$ cat src/sv/msw_pkg.sv
// ----------------------------------------------------------------------------
// msw_pkg: shared types and constants for point_set_mst_weight
// Sizes of the point store, coordinate and weight widths, sequencer states.
// ----------------------------------------------------------------------------
package msw_pkg;

  localparam int MaxPoints = 64;
  localparam int IdxW      = $clog2(MaxPoints);
  localparam int CntW      = $clog2(MaxPoints + 1);
  localparam int CoordW    = 16;
  // squared distance: two squares of a CoordW-bit magnitude, plus a carry
  localparam int SqW       = 2 * CoordW + 1;
  localparam int WeightW   = 39;
  localparam int InDataW   = 2 * CoordW;
  localparam int OutDataW  = ((WeightW + 7) / 8) * 8;

  typedef enum logic [3:0] {
    ST_LOAD,   // taking points
    ST_FETCH,  // read the newly added tree node
    ST_CUR,    // latch its coordinates, close the round
    ST_RD,     // read point j and its best distance
    ST_DIFF,   // coordinate differences, start squaring
    ST_SQ,     // wait for the square unit
    ST_UPD,    // update distance, track minimum
    ST_ADV,    // next j or end of round
    ST_OUT     // hand the result to the output register
  } msw_state_e;

endpackage

$ cat src/sv/msw_sqdist.sv
// ----------------------------------------------------------------------------
// msw_sqdist: squared distance unit
// One shared multiplier squares dx, then dy, and sums them in the accumulator.
// ----------------------------------------------------------------------------
module msw_sqdist (
  input  logic                       clk_i,
  input  logic                       rst_ni,
  input  logic                       start_i,
  input  logic [msw_pkg::CoordW-1:0] ax_i,
  input  logic [msw_pkg::CoordW-1:0] ay_i,
  output logic                       done_o,
  output logic [msw_pkg::SqW-1:0]    dist_o
);
  import msw_pkg::*;

  logic                  second_q, done_q;
  logic [CoordW-1:0]     ay_q, mul_op;
  logic [2*CoordW-1:0]   product;
  logic [SqW-1:0]        acc_q;

  // single squaring multiplier, operand picked by phase
  assign mul_op  = second_q ? ay_q : ax_i;
  assign product = mul_op * mul_op;

  // phase control
  always_ff @(posedge clk_i or negedge rst_ni) begin
    if (!rst_ni) begin
      second_q <= 1'b0;
      done_q   <= 1'b0;
    end else begin
      second_q <= start_i;
      done_q   <= second_q;
    end
  end

  // accumulator
  always_ff @(posedge clk_i) begin
    if (start_i) begin
      acc_q <= SqW'(product);
      ay_q  <= ay_i;
    end else if (second_q) begin
      acc_q <= acc_q + SqW'(product);
    end
  end

  assign done_o = done_q;
  assign dist_o = acc_q;

endmodule

$ cat config.mk
export PLATFORM = sky130hd
export DESIGN_NAME = msw_sqdist
export DESIGN_NICKNAME = d
export VERILOG_FILES = /design/src/sv/msw_pkg.sv /design/src/sv/msw_sqdist.sv
export SDC_FILE = /design/constraint.sdc
export NUM_CORES = 1
export LEC_CHECK = 0
export BUFFER_PORTS_ARGS = -buffer_cell sky130_fd_sc_hd__buf_2
export CORE_ASPECT_RATIO = 1.4
export CORE_MARGIN = 2
export CORE_UTILIZATION = 64
export DETAILED_ROUTE_END_ITERATION = 6
export PLACE_DENSITY = 0.83
export SLEW_MARGIN = 20
export SYNTH_ARGS = -nofsm -noshare
export SYNTH_HDL_FRONTEND = slang
export SYNTH_SLANG_ARGS = --single-unit
$ cat constraint.sdc
create_clock -name clk_i -period 10 [get_ports clk_i]
set_input_delay 3 -clock clk_i [delete_from_list [all_inputs] [get_ports clk_i]]
set_output_delay 3 -clock clk_i [all_outputs]
set_load 0.1 [all_outputs]
==> impl_metrics.tcl <==
set metrics [dict create \
    syn_inst 1160 \
    cp_common_cell "fa_1" \
    slowest_stage "fa_1" \
    synth-adder-area-share 0.455 \
    drive_gt1_frac 0.307 \
    hold_start "dist_o[32]$_SDFFE_PP0P_" \
    clk_pin_slew_worst_paths_ns 0.07 \
    num_rows 55 \
    synth.cell_area_mm2 0.0107 \
    clockBufferDepth 2 \
    grt_pass1_wl_um 52000 \
    hold_viol 0 \
    wire_per_inst_um 22.1 \
    cts.htree.levels 2 \
    dp_hpwl_um 24200 \
    synth-seq-cells 51 \
    reg2reg_from "second_q$_DFF_PN0_" \
    muxShareOfSynthArea 0.0292 \
    rsz0062_at_grt "true" \
    fp.dieArea_mm2 0.0178 \
    grt_overflow 0 \
    finalSetupViolCount 12 \
    port_buffers 68 \
    crit_start "ax_i[4]" \
    grt_pass1_vias 10400 \
    tightest_slew_ns 0.917 \
    synth_simple_gate_area_frac 0.104 \
    vias 10100 \
    grt_use_total 0.377 \
    whs_endpoint "dist_o[32]$_SDFFE_PP0P_" \
    crit_arrival_ns 10.55 \
    crit_required_ns 10.07 \
    crit_type "input pin to register" \
    root_buffer "clkbuf_16" \
    syn_nets 1488 \
    max_freq_mhz 95.4 \
    period_share 1.05 \
    drv_slew 0 \
    die_w_um 113 \
    antennaDiodeCount 0 \
    synth-edff-count 48 \
    worstRegToRegCells 33 \
    antenna_found_initial 0 \
    rr_endpoint "dist_o[31]$_DFFE_PP_" \
    final_common_cell "inv_1" \
    yosys_warnings 0 \
    firstDrtPassIters 5 \
    drtIter0Drc 872 \
    ys_seq_area_frac 0.141 \
    synth_top_family_by_area "adder cells" \
    routed_via_density 6.22 \
    drv_cap 0 \
    synth-compound-area-share 0.122 \
    drc 0 \
    netlist_top_cells_area "fa_1, ha_1, edfxtp_1" \
    synthFlopType "edfxtp_1" \
    die_h_um 157 \
    layout_common_cells "inv_1, buf_4, fa_1, ha_1, nand2_1" \
    violations "setup timing" \
    wl_um 35900 \
    area_growth_syn_to_layout_pct 27.5 \
    r2r_slack_ns 1.30 \
    status "finished, violations left" \
    crit_path_end_kind "register" \
    fin_crit_ns 10.48 \
    layout.nets 1750 \
    synth_cell_types 62 \
    synth_top_area_frac 0.299 \
    relSlewSlack 0.389 \
    start_util 0.659 \
    setup_slack_ns -0.482 \
    cts_tree "yes" \
    slowest_delay_ns 0.57 \
    hold_ws_ns 0.492 \
    ios 69 \
    grt_max_degree 76 \
    final_util 0.840 \
    core_mm2 0.0162 \
    clock-skew-final_ns 0.0201 \
    startpoint_type "input pin" \
    gp_congestion 0.995 \
    yosys.area.top_type "fa_1" \
    hold_class "register to register" \
    cts_buffers 5 \
    worstHoldPathCells 2 \
    cts.sinks 51 \
    cp_max_fo 7 \
    ant_nets 0 \
    clock_latency_ns 0.33 \
    cts_hold_buf 0 \
    yosys.area_share.xor_xnor 0.0524 \
    syn_area_per_cell_um2 9.23 \
    synthArstFlopShare 0.0392 \
]
how the worst max path moves through the flow:
stage | end | depth (start not counted)
6_report | dist_o[31]$_DFFE_PP_ | 33
5_1_grt | dist_o[31]$_DFFE_PP_ | 34
4_1_cts | dist_o[31]$_DFFE_PP_ | 35
3_5_place_dp | dist_o[31]$_DFFE_PP_ | 34
3_3_place_gp | dist_o[31]$_DFFE_PP_ | 35
2_1_floorplan | dist_o[28]$_DFFE_PP_ | 33
synthesized netlist by cell type (3+ instances only):
library cell and instances:
a31oi_1 10, o21bai_1 7, xor2_1 19, a21oi_1 55, buf_1 5, xnor2_1 45, a211oi_1 4, o21a_1 4
a221o_1 3, o21ai_1 5, and3_1 9, a21o_1 40, mux2_2 18, and2_1 4, ha_1 133, nand2b_1 7
clkbuf_1 17, inv_1 242, nor2b_1 9, fa_1 160, edfxtp_1 48, mux2i_1 11, nand4_1 7, buf_2 4
nor3_1 7, a41oi_1 3, nand2_1 110, a21oi_2 4, nand3_1 12, clkinv_1 4, nor2_1 86, o21ai_0 31
area by class of cell:
| class | instances | area (µm²) |
|---|---|---|
| multi-input cells | 836 | 8790 |
| inverters | 246 | 936 |
| fillers | 808 | 2590 |
| flip-flops and latches | 51 | 1510 |
| repair buffers | 282 | 2020 |
| clock buffers | 6 | 129 |
| well taps | 199 | 249 |
| clock inverters | 2 | 16.3 |
cell families after synthesis:
kind of cell | count (synthesis)
AO/OA/AOI/OAI | 192
buffers and inverters | 273
AND/OR/NAND/NOR | 258
flip-flops | 51
multiplexers | 29
adder cells (fa/ha/maj) | 293
XOR/XNOR | 64
repair_timing:
item | CTS | global route
gates resized for setup | 71 | 56
pin swaps | 38 | 68
buffers inserted | 21 | 16
endpoints found under the setup margin | 12 | 16
worst max-delay path, delay by kind of cell:
kind / cells / cell delay [ns]
multiplexers: 2 / 0.47
adder cells (fa/ha/maj): 8 / 3.54
buffers and inverters: 7 / 0.81
AND/OR/NAND/NOR: 1 / 0.13
XOR/XNOR: 2 / 0.26
AO/OA/AOI/OAI: 13 / 2.32
per-stage QoR:
step / setup slack, ns / std cells / setup TNS (ns) / area [µm²]
floorplan: -0.180 / 1160 / -0.607 / 10900
global placement: -0.465 / 1578 / -4.22 / 12700
detailed placement: -0.606 / 1578 / -5.83 / 12700
CTS: -0.104 / 1607 / -0.264 / 13300
global route: -0.683 / 1622 / -5.99 / 13600
finish: -0.482 / 1622 / -2.96 / 13600
sequential cells by signal, indices dropped and copies added, names as in the netlist:
| signal | cells |
|---|---|
| second_q | 1 |
| dist_o | 33 |
| done_o | 1 |
| ay_q | 16 |
routing by layer:
| layer | wire length [µm] | global-route usage | vias up |
|---|---|---|---|
| li1 | - | - | 4271 |
| met1 | 11900 | 0.433 | 4809 |
| met2 | 17500 | 0.668 | 731 |
| met3 | 3290 | 0.0547 | 275 |
| met4 | 3230 | 0.215 | 0 |
| met5 | 0 | 0 | - |
Power is not shown: default switching activity piles up to over one toggle a cycle in this logic, so the estimate is an artifact.
